<file path="src/rtl/core/c3f_pkg.sv">
// ----------------------------------------------------------------------------
// c3f_pkg
// Types, register indexes and arithmetic helpers shared by the 3x3 filter.
// ----------------------------------------------------------------------------
package c3f_pkg;

   localparam int unsigned SUM_W  = 28;   // exact signed 9-tap sum, 8 fraction bits
   localparam int unsigned PROD_W = 53;   // sum times unsigned Q8.16 reciprocal
   localparam int unsigned FRAC_W = 24;
   localparam int unsigned QDEPTH = 4;
   localparam int unsigned QPW    = 2;
   localparam int unsigned TAPS   = 9;
   localparam int unsigned CHANS  = 4;

   localparam logic [2:0] REG_WIDTH  = 3'd0;
   localparam logic [2:0] REG_HEIGHT = 3'd1;
   localparam logic [2:0] REG_CTOP   = 3'd2;
   localparam logic [2:0] REG_CMID   = 3'd3;
   localparam logic [2:0] REG_CBOT   = 3'd4;
   localparam logic [2:0] REG_RECIP  = 3'd5;
   localparam logic [2:0] REG_BIAS   = 3'd6;

   typedef logic [31:0] pixel_type;   // A 31:24, R 23:16, G 15:8, B 7:0

   typedef struct packed {
      pixel_type [TAPS-1:0] win;
      logic [11:0]          col;
      logic [11:0]          row;
      logic                 last;
   } win_entry_type;

   typedef struct packed {
      logic [47:0] top;
      logic [47:0] mid;
      logic [47:0] bot;
      logic [23:0] recip;
      logic [9:0]  bias;
   } coeff_type;

   typedef enum logic [1:0] {
      B_IDLE,
      B_MAC,
      B_SCALE,
      B_DONE
   } back_state_type;

   function automatic logic signed [15:0] tap_of(coeff_type cf, logic [3:0] k);
      logic [15:0] raw;
      unique case (k)
         4'd0: raw = cf.top[15:0];
         4'd1: raw = cf.top[31:16];
         4'd2: raw = cf.top[47:32];
         4'd3: raw = cf.mid[15:0];
         4'd4: raw = cf.mid[31:16];
         4'd5: raw = cf.mid[47:32];
         4'd6: raw = cf.bot[15:0];
         4'd7: raw = cf.bot[31:16];
         4'd8: raw = cf.bot[47:32];
         default: raw = 16'd0;
      endcase
      return $signed(raw);
   endfunction

   // truncate toward zero, add bias, clamp to a byte
   function automatic logic [7:0] finish_chan(logic signed [PROD_W-1:0] p,
                                              logic [9:0] bias);
      logic signed [PROD_W-1:0]        adj;
      logic signed [PROD_W-FRAC_W-1:0] v;
      logic signed [PROD_W-FRAC_W:0]   s;
      adj = p + (p[PROD_W-1] ? $signed({{(PROD_W-FRAC_W){1'b0}}, {FRAC_W{1'b1}}})
                             : $signed({PROD_W{1'b0}}));
      v   = adj[PROD_W-1:FRAC_W];
      s   = {v[PROD_W-FRAC_W-1], v}
          + $signed({{(PROD_W-FRAC_W-9){bias[9]}}, bias});
      if (s[PROD_W-FRAC_W]) begin
         return 8'd0;
      end else if (s > $signed({{(PROD_W-FRAC_W-7){1'b0}}, 8'hFF})) begin
         return 8'hFF;
      end
      return s[7:0];
   endfunction

endpackage

</file>
<file path="src/rtl/core/c3f_queue.sv">
// ----------------------------------------------------------------------------
// c3f_queue
// Short window queue between the front and the back.
// ----------------------------------------------------------------------------
module c3f_queue (
   input  logic                   clock,
   input  logic                   reset,
   input  logic                   push_valid,
   input  c3f_pkg::win_entry_type push_entry,
   output logic                   almost_full,
   output logic                   pop_valid,
   input  logic                   pop,
   output c3f_pkg::win_entry_type pop_entry
);
   import c3f_pkg::*;

   win_entry_type entry_ff [QDEPTH];
   logic [QPW-1:0] wr_ptr_ff, rd_ptr_ff;
   logic [QPW:0]   count_ff;
   logic           do_pop;

   assign do_pop      = pop && pop_valid;
   assign pop_valid   = count_ff != '0;
   assign pop_entry   = entry_ff[rd_ptr_ff];
   // keep one slot for the window still in the front's second stage
   assign almost_full = count_ff >= (QPW+1)'(QDEPTH - 1);

   always_ff @(posedge clock) begin
      if (reset) begin
         wr_ptr_ff <= '0;
         rd_ptr_ff <= '0;
         count_ff  <= '0;
      end else begin
         if (push_valid) begin
            wr_ptr_ff <= wr_ptr_ff + QPW'(1);
         end
         if (do_pop) begin
            rd_ptr_ff <= rd_ptr_ff + QPW'(1);
         end
         count_ff <= count_ff + (QPW+1)'(push_valid) - (QPW+1)'(do_pop);
      end
   end

   always_ff @(posedge clock) begin
      if (push_valid) begin
         entry_ff[wr_ptr_ff] <= push_entry;
      end
   end

endmodule

</file>
<file path="config.mk">
export PLATFORM = sky130hd
export DESIGN_NAME = c3f_queue
export DESIGN_NICKNAME = d
export VERILOG_FILES = /design/src/rtl/core/c3f_pkg.sv /design/src/rtl/core/c3f_queue.sv
export SDC_FILE = /design/constraint.sdc
export NUM_CORES = 1
export LEC_CHECK = 0
export ABC_AREA = 1
export BUFFER_PORTS_ARGS = -buffer_cell sky130_fd_sc_hd__buf_4
export CORE_MARGIN = 3
export CORE_UTILIZATION = 28
export CTS_CLUSTER_SIZE = 25
export DETAILED_ROUTE_END_ITERATION = 12
export GPL_TIMING_DRIVEN = 0
export MAX_ROUTING_LAYER = met4
export PLACE_DENSITY = 0.43
export SLEW_MARGIN = 5
export SYNTH_ARGS = -nofsm -noshare
export SYNTH_HDL_FRONTEND = slang
export SYNTH_SLANG_ARGS = --single-unit
</file>
<file path="constraint.sdc">
create_clock -name clock -period 11 [get_ports clock]
set_input_delay 1.65 -clock clock [delete_from_list [all_inputs] [get_ports clock]]
set_output_delay 1.65 -clock clock [all_outputs]
set_load 0.005 [all_outputs]
</file>
==> results by group, run 1 <==
Synthesis
  – Warnings from Yosys: 0
  – Sequential area share after synthesis: 81.1%
  – Synth area leaders: edfxtp_1 (81%), o21ai_0 (6.8%), nor2_1 (5.1%)
  – Syn_area_per_cell: 15.1 um2
  – Post-Syn Instances: 3087
  – Post-synthesis register bit count: 1261
  – Synth unique cells: 19
  – Post-synth top area cell: edfxtp_1
  – Post-synth top area share: 80.7%
  – Post-Syn Area: 46600 um2
  – Synth Net Count: 3412

Routing
  – Pre-antenna DRT Iters: 5
  – Post-route ant nets: 0
  – Routed wire length: 149000 um
  – Vias: 28700
  – DRC violations left: 0
  – Vias per inst: 4.61
  – Initial DRC Count: 1980
  – WL per Instance: 24.0 um

Placement
  – Detailed placement HPWL: 95600 um
  – GPL Wtd Cong: 0.755
  – Port Buffer Count: 631
  – DP Worst Slack: 6.54 ns
  – Dpl cell area: 54500 um2

Floorplan
  – Number of placed I/O pins: 632
  – Die height: 414 um
  – Core Rows: 149
  – Core area: 165000 um2
  – Starting Density: 28.2%
  – Die Wd: 414 um
  – Die area: 171000 um2

GRT
  – Overall routing resource usage: 17.4%
  – First-pass GRT wire length: 209000 um
  – Number of global-route vias before repair: 28400
  – Initial antenna violation count: 39
  – GR Overflow Total: 0
  – Largest net degree at the start of global routing: 90

STA
  – Fmax: 197 MHz
  – Clk_skew: 0.0239 ns
  – Final setup fails: 0
  – Final critical-path required period: 5.07 ns
  – Final Cycle Share: 46.1%
  – Hold Vio Cnt, Final: 0
  – Slew Limit Fails: 0
  – Worst slew pin tran: 0.989 ns
  – Final worst setup slack: 5.93 ns
  – Relative slew slack: 34.1%
  – RSZ-0062 raised after global routing: no

Clocking
  – Clk_lat worst skew: 0.75 ns
  – CTS Buf Count: 148
  – Hold-fix buffers, CTS: 0
  – Post-CTS Setup Bufs: 0
  – CTS tree: done
  – CTS Sinks: 1261
  – H-tree lvl count: 4
  – Post_cts resized: 0
  – Clock Tree Buf Depth: 3
  – Clk Tree Root Cell: clkbuf_16
  – Reg clk slew, reported paths: 0.05 ns

Setup path
  – RR Endpoint: entry_ff[1][157]$_DFFE_PP_
  – CP max FO: 10
  – Setup crit end kind: output pin
  – Minimum setup slack among reg-to-reg paths: 8.28 ns
  – Worst Path Class, Setup: flop to output pin
  – Nature of the critical path startpoint: flop
  – Worst r2r src: wr_ptr_ff[1]$_SDFFE_PP0P_
  – Worst EP required: 9.35 ns
  – Worst path arrival time: 3.42 ns
  – Setup crit end: pop_entry[115]
  – Worst reg-to-reg path cell count: 6

Power
  – Final Power: 13.1 mW
  – Static Leak: 20.3 nW
  – Power per cell area: 222 nW/um2
  – Worst ir drop on vdd: 0.142 mV

Outcome
  – Status: finished clean

Hold path
  – Worst hold start: rd_ptr_ff[0]$_SDFFE_PP0P_
  – Hold crit path type: flop to flop

Finish
  – Synth-to-Final Area Change: 27.3%
  – Share of cells above drive strength 1: 23.2%
  – Layout Nets: 4207
  – Post-route cell area: 59300 um2

Job
  – Max Cap Violations: 0
where the power goes:
group          switching (mW)  internal, mW
clock network            1.95          2.81
logic                    1.80          1.04
registers              0.0373          5.51
total                    3.79          9.36
synth_stat cells:
master    number
a21boi_0       1
a21oi_1        4
buf_2         41
buf_4         11
buf_6         23
buf_8          1
clkbuf_1     132
dfxtp_1        9
edfxtp_1    1252
fa_1           1
ha_1           7
inv_1         17
inv_6          1
nand2_1        9
nand3_1        1
nor2_1       634
o21ai_0      629
o22ai_1      313
xnor2_1        1
sequential cells by signal, summed over array words and instances, names as in the netlist, named ones only:
signal     flops
count_ff       3
wr_ptr_ff      2
rd_ptr_ff      2
entry_ff    1252
cells in the final DEF, fill, tap and decap left out, types with 30 or more instances in the layout:
cell,Yosys,final
edfxtp_1,1252,1252
buf_4,11,642
nor2_1,634,634
o21ai_0,629,629
o22ai_1,313,313
clkbuf_1,132,167
clkbuf_16,0,150
buf_2,41,41
clkinv_1,0,31
diode_2,0,30
area by class of cell:
type                       count  area (um2)
fill                       16100      106000
sequential                  1261       37800
multi-input combinational   1600        7670
timing repair buffer         645        5120
clock buffer                 186        3900
tap                         2189        2740
buffer                       208        1060
clock inverter                82         852
inverter                      18         103
antenna                       30        75.1
through the flow:
| step | instances | hold WS (ns) | TNS, ns | util [%] |
|---|---|---|---|---|
| 4_1_cts | 6189 | 0.492 | 0 | 35.9 |
| 3_3_place_gp | 5907 | 0.468 | -4481.60 | 32.7 |
| 2_1_floorplan | 3087 | 0.448 | 0 | - |
| 3_5_place_dp | 5921 | 0.479 | 0 | 33.0 |
| 6_report | 6219 | 0.490 | 0 | 35.9 |
| 5_1_grt | 6216 | 0.545 | 0 | 35.9 |
cells by family after synthesis:
| kind of cell | synth area share [%] |
|---|---|
| XOR/XNOR | 0.0188 |
| flip-flops | 81.1 |
| AND/OR/NAND/NOR | 5.19 |
| AO/OA/AOI/OAI | 11.0 |
| buffers and inverters | 2.43 |
| adder cells (fa/ha/maj) | 0.231 |
worst max-delay path, stage by stage (launching register included):
cell,delay (ns)
dfxtp_1,0.29
buf_2,0.26
inv_1,0.52
buf_4,0.41
clkbuf_1,0.57
o21ai_0,0.23
o22ai_1,0.18
buf_4,0.18
layer usage:
metal	track usage, %	wire [um]	vias up
li1	-	-	13400
met2	28.5	75200	733
met3	4.60	9370	201
met1	21.3	61800	14300
met5	-	0	-
met4	4.92	3130	0
worst min path at each step:
stage	slack, ns	end	depth (start not counted)
after floorplan	0.45	flop	2
after global placement	0.47	rd_ptr_ff[0]$_SDFFE_PP0P_	2
after detailed placement	0.48	rd_ptr_ff[0]$_SDFFE_PP0P_	2
after CTS	0.49	rd_ptr_ff[0]$_SDFFE_PP0P_	2
after global routing	0.55	rd_ptr_ff[0]$_SDFFE_PP0P_	2
final	0.49	rd_ptr_ff[0]$_SDFFE_PP0P_	2
Power figures use the tool's default switching activity.
==> run 2: changes to the inputs <==
Settings changed: ABC_AREA 1 to 0, PLACE_DENSITY 0.43 to 0.44.
Clock period 11 ns to 4.6 ns, I/O delays scaled along.
==> run 2 against run 1 <==
  * Worst setup slack got worse by 5.4 ns
  * Register-to-register slack got worse by 6.2 ns
  * Count of clock-buffer cells in the layout grew 6
  * Largest power group unchanged
  * Sequential power increased by 140%
  * Total power grew 130%
  * Highest routed layer unchanged
  * Combinational power is 100% higher
  * Cell count is 23% lower
  * Critical endpoint is now pop_entry[60]
  * First-iteration DRC count fell by 46%
  * Area after synthesis fell by 2.0%
  * Clock skew shrank 0.0047 ns
==> results by group, run 2 <==
Outcome
  – Status: finished clean

Power
  – Static Leak: 19.3 nW (-4.8%)
  – Power per cell area: 515 nW/um2 (+130%)
  – Worst ir drop on vdd: 0.325 mV (+130%)

STA
  – Worst slew pin tran: 0.980 ns (-0.00894 ns)
  – Relative slew slack: 34.7% (+0.60 points)
  – Hold Vio Cnt, Final: 0 (unchanged)
  – Fmax: 245 MHz
  – Worst hold margin: 0.161 ns (-0.328 ns)
  – Final critical-path required period: 4.07 ns
  – Final Cycle Share: 88.6%
  – Final setup fails: 0 (unchanged)
  – Slew Limit Fails: 0 (unchanged)
  – Setup TNS: 0 ns (unchanged)
  – RSZ-0062 raised after global routing: no
  – Clk_skew: 0.0192 ns (-0.00472 ns)

Placement
  – GPL Wtd Cong: 0.724 (-4.1%)
  – Port Buffer Count: 630 (-0.16%)
  – Detailed placement HPWL: 77900 um (-19%)
  – Dpl cell area: 53800 um2 (-1.2%)
  – Placed Instances: 4503 (-24%)

Setup path
  – Crit path cell chain: buf_2 -> clkbuf_1 -> buf_2 -> mux4_2 -> buf_4
  – Top delay family on crit path: buffers and inverters
  – Worst Path Class, Setup: flop to output pin
  – Nature of the critical path startpoint: flop
  – Slowest cell delay on critical path: 0.78 ns (+0.21 ns)
  – Setup crit end kind: output pin
  – Crit path top cell by count: buf_2
  – Worst path arrival time: 3.38 ns (-0.04 ns)
  – Worst EP required: 3.91 ns (-5.44 ns)
  – Critical-path top delay cell: clkbuf_1
  – CP bufs+invs: 4 (-1)
  – CP max FO: 10 (unchanged)

Synthesis
  – Post-synth top cells: edfxtp_1 (1252), mux4_2 (313), buf_2 (33)
  – Post-Syn Area: 45700 um2 (-2.0%)
  – Post-synth top area share: 82.3% (+1.6 points)
  – Synth Net Count: 2009 (-41%)
  – Main combinational cell family by area after synthesis: multiplexers
  – Sequential area share after synthesis: 82.7% (+1.6 points)
  – Warnings from Yosys: 0 (unchanged)
  – Ys async rst share: 0% (unchanged)
  – Post-synth top area cell: edfxtp_1
  – Post-Syn Instances: 1684 (-45%)
  – Synth area leaders: edfxtp_1 (82%), mux4_2 (15%), buf_6 (0.76%)
  – Post-synthesis register bit count: 1261 (unchanged)
  – EDFF count, synth: 1252 (unchanged)
  – Synth unique cells: 20 (+1)
  – Synth Area in XOR/XNOR: 0.0384% (+0.020 points)
  – Adder-cell share of the synthesized area: 0.236% (+0.0046 points)
  – Syn_area_per_cell: 27.1 um2 (+80%)
  – Post-synthesis mux area share: 15.5% (+16 points)
  – Synth Area in Simple Gates: 0.170% (-5.0 points)
  – Synth Area in Compound Gates: 0.0493% (-11 points)
  – Cell with the most instances after synthesis: edfxtp_1
  – Ys flop type: edfxtp_1

Routing
  – Vias per inst: 4.38 (-5.0%)
  – Post-route ant nets: 0 (unchanged)
  – WL per Instance: 24.0 um (-0.24%)
  – Routed wire length: 114000 um (-23%)
  – Pre-antenna DRT Iters: 4 (-1)
  – Initial DRC Count: 1069 (-46%)
  – Vias: 20900 (-27%)
  – DRC violations left: 0 (unchanged)

Finish
  – Post-route cell area: 58500 um2 (-1.3%)
  – Biggest regs: entry_ff x1252, count_ff x3
  – Synth-to-Final Area Change: 28.1%
  – Most frequent cells in the layout: edfxtp_1 (1252), buf_4 (630), mux4_2 (313)
  – Max FFs per register: 1252 (unchanged)
  – Share of cells above drive strength 1: 47.5% (+24 points)
  – Fin cells: 4772 (-23%)
  – Layout Nets: 2814 (-33%)
  – Largest Register: entry_ff
  – Final design utilization: 36.3% (+0.37 points)
  – Fillers: 14700 (-8.4%)
  – Leading cell type in the layout, fill and taps excluded: edfxtp_1

Clocking
  – Post-CTS Setup Bufs: 0 (unchanged)
  – Post_cts resized: 0 (unchanged)
  – CTS Buf Count: 144 (-2.7%)
  – CTS Sinks: 1261 (unchanged)
  – Clock Tree Buf Depth: 3 (unchanged)
  – H-tree lvl count: 4 (unchanged)
  – Hold-fix buffers, CTS: 0 (unchanged)
  – Clk Tree Root Cell: clkbuf_16
  – CTS tree: done
  – Reg clk slew, reported paths: 0.06 ns (about the same)
  – Clk_lat worst skew: 0.72 ns (-0.03 ns)

GRT
  – GR Overflow Total: 0 (unchanged)
  – Largest net degree at the start of global routing: 52 (-42%)
  – Met3 GRT Util: 4.49% (-0.11 points)
  – Overall routing resource usage: 13.9% (-3.6 points)
  – First-pass GRT wire length: 164000 um (-22%)
  – Most Crowded Layer GR: met2
  – Initial antenna violation count: 14 (-64%)
  – Met1 GRT Util: 15.6% (-5.6 points)
  – Number of global-route vias before repair: 22800 (-20%)
  – GR met2 Demand/Resource: 23.9% (-4.6 points)

Floorplan
  – Starting Density: 28.3% (+0.11 points)
  – Die height: 410 um (-0.97%)
  – Number of placed I/O pins: 632 (unchanged)
  – Die area: 168000 um2 (-1.9%)
  – Core area: 161000 um2 (-2.3%)
  – Die Wd: 410 um (-0.97%)
  – Core Rows: 147 (-1.3%)

Job
  – Max Cap Violations: 0 (unchanged)

Hold path
  – Hold crit path type: input port to flop
## run 2: worst paths after layout
check | start | to | slack [ns] | cells past startpoint
worst max register to register | wr_ptr_ff[0]$_SDFFE_PP0P_ | entry_ff[2][300]$_DFFE_PP_ | 2.09 | 6
worst min register to register | wr_ptr_ff[1]$_SDFFE_PP0P_ | wr_ptr_ff[1]$_SDFFE_PP0P_ | 0.58 | 2
worst min-delay path | push_entry[71] | entry_ff[2][71]$_DFFE_PP_ | 0.16 | 1
worst max-delay path | flop | pop_entry[60] | 0.53 | 5
## run 2: routing by layer
metal,share of wire (%),vias up
met2,53,546
met5,0,-
met4,1.8,0
met3,7.3,164
met1,38,11200
li1,-,9004
## run 2: metrics by stage
stage	power (mW)	worst slack [ns]
floorplan	16.4	1.30
global placement	19.4	-0.982
finish	30.1	0.526
detailed placement	19.5	1.01
global route	31.6	0.174
CTS	30.8	0.175
## run 2: logic make-up after synthesis
| kind of cell | after synthesis |
|---|---|
| AND/OR/NAND/NOR | 15 |
| multiplexers | 317 |
| flip-flops | 1261 |
| XOR/XNOR | 2 |
| adder cells (fa/ha/maj) | 8 |
| AO/OA/AOI/OAI | 3 |
| buffers and inverters | 78 |
## run 2: cell type report
type	instances	area, um2	share of cell area, %
plain buffers	71	541	0.924
multi-input cells	345	7330	12.5
inverters	7	26.3	0.0449
clock buffers	192	3930	6.72
clock inverters	63	701	1.20
flip-flops and latches	1261	37800	64.6
repair buffers	659	5460	9.33
diodes	14	35.0	0.0599
well taps	2160	2700	4.62
## run 2: power by group
| group | internal (mW) | switching (mW) | total (mW) |
|---|---|---|---|
| combinational | 3.01 | 2.66 | 5.67 |
| sequential | 13.2 | 0.108 | 13.3 |
| clock | 6.69 | 4.44 | 11.1 |
| total | 22.9 | 7.21 | 30.1 |
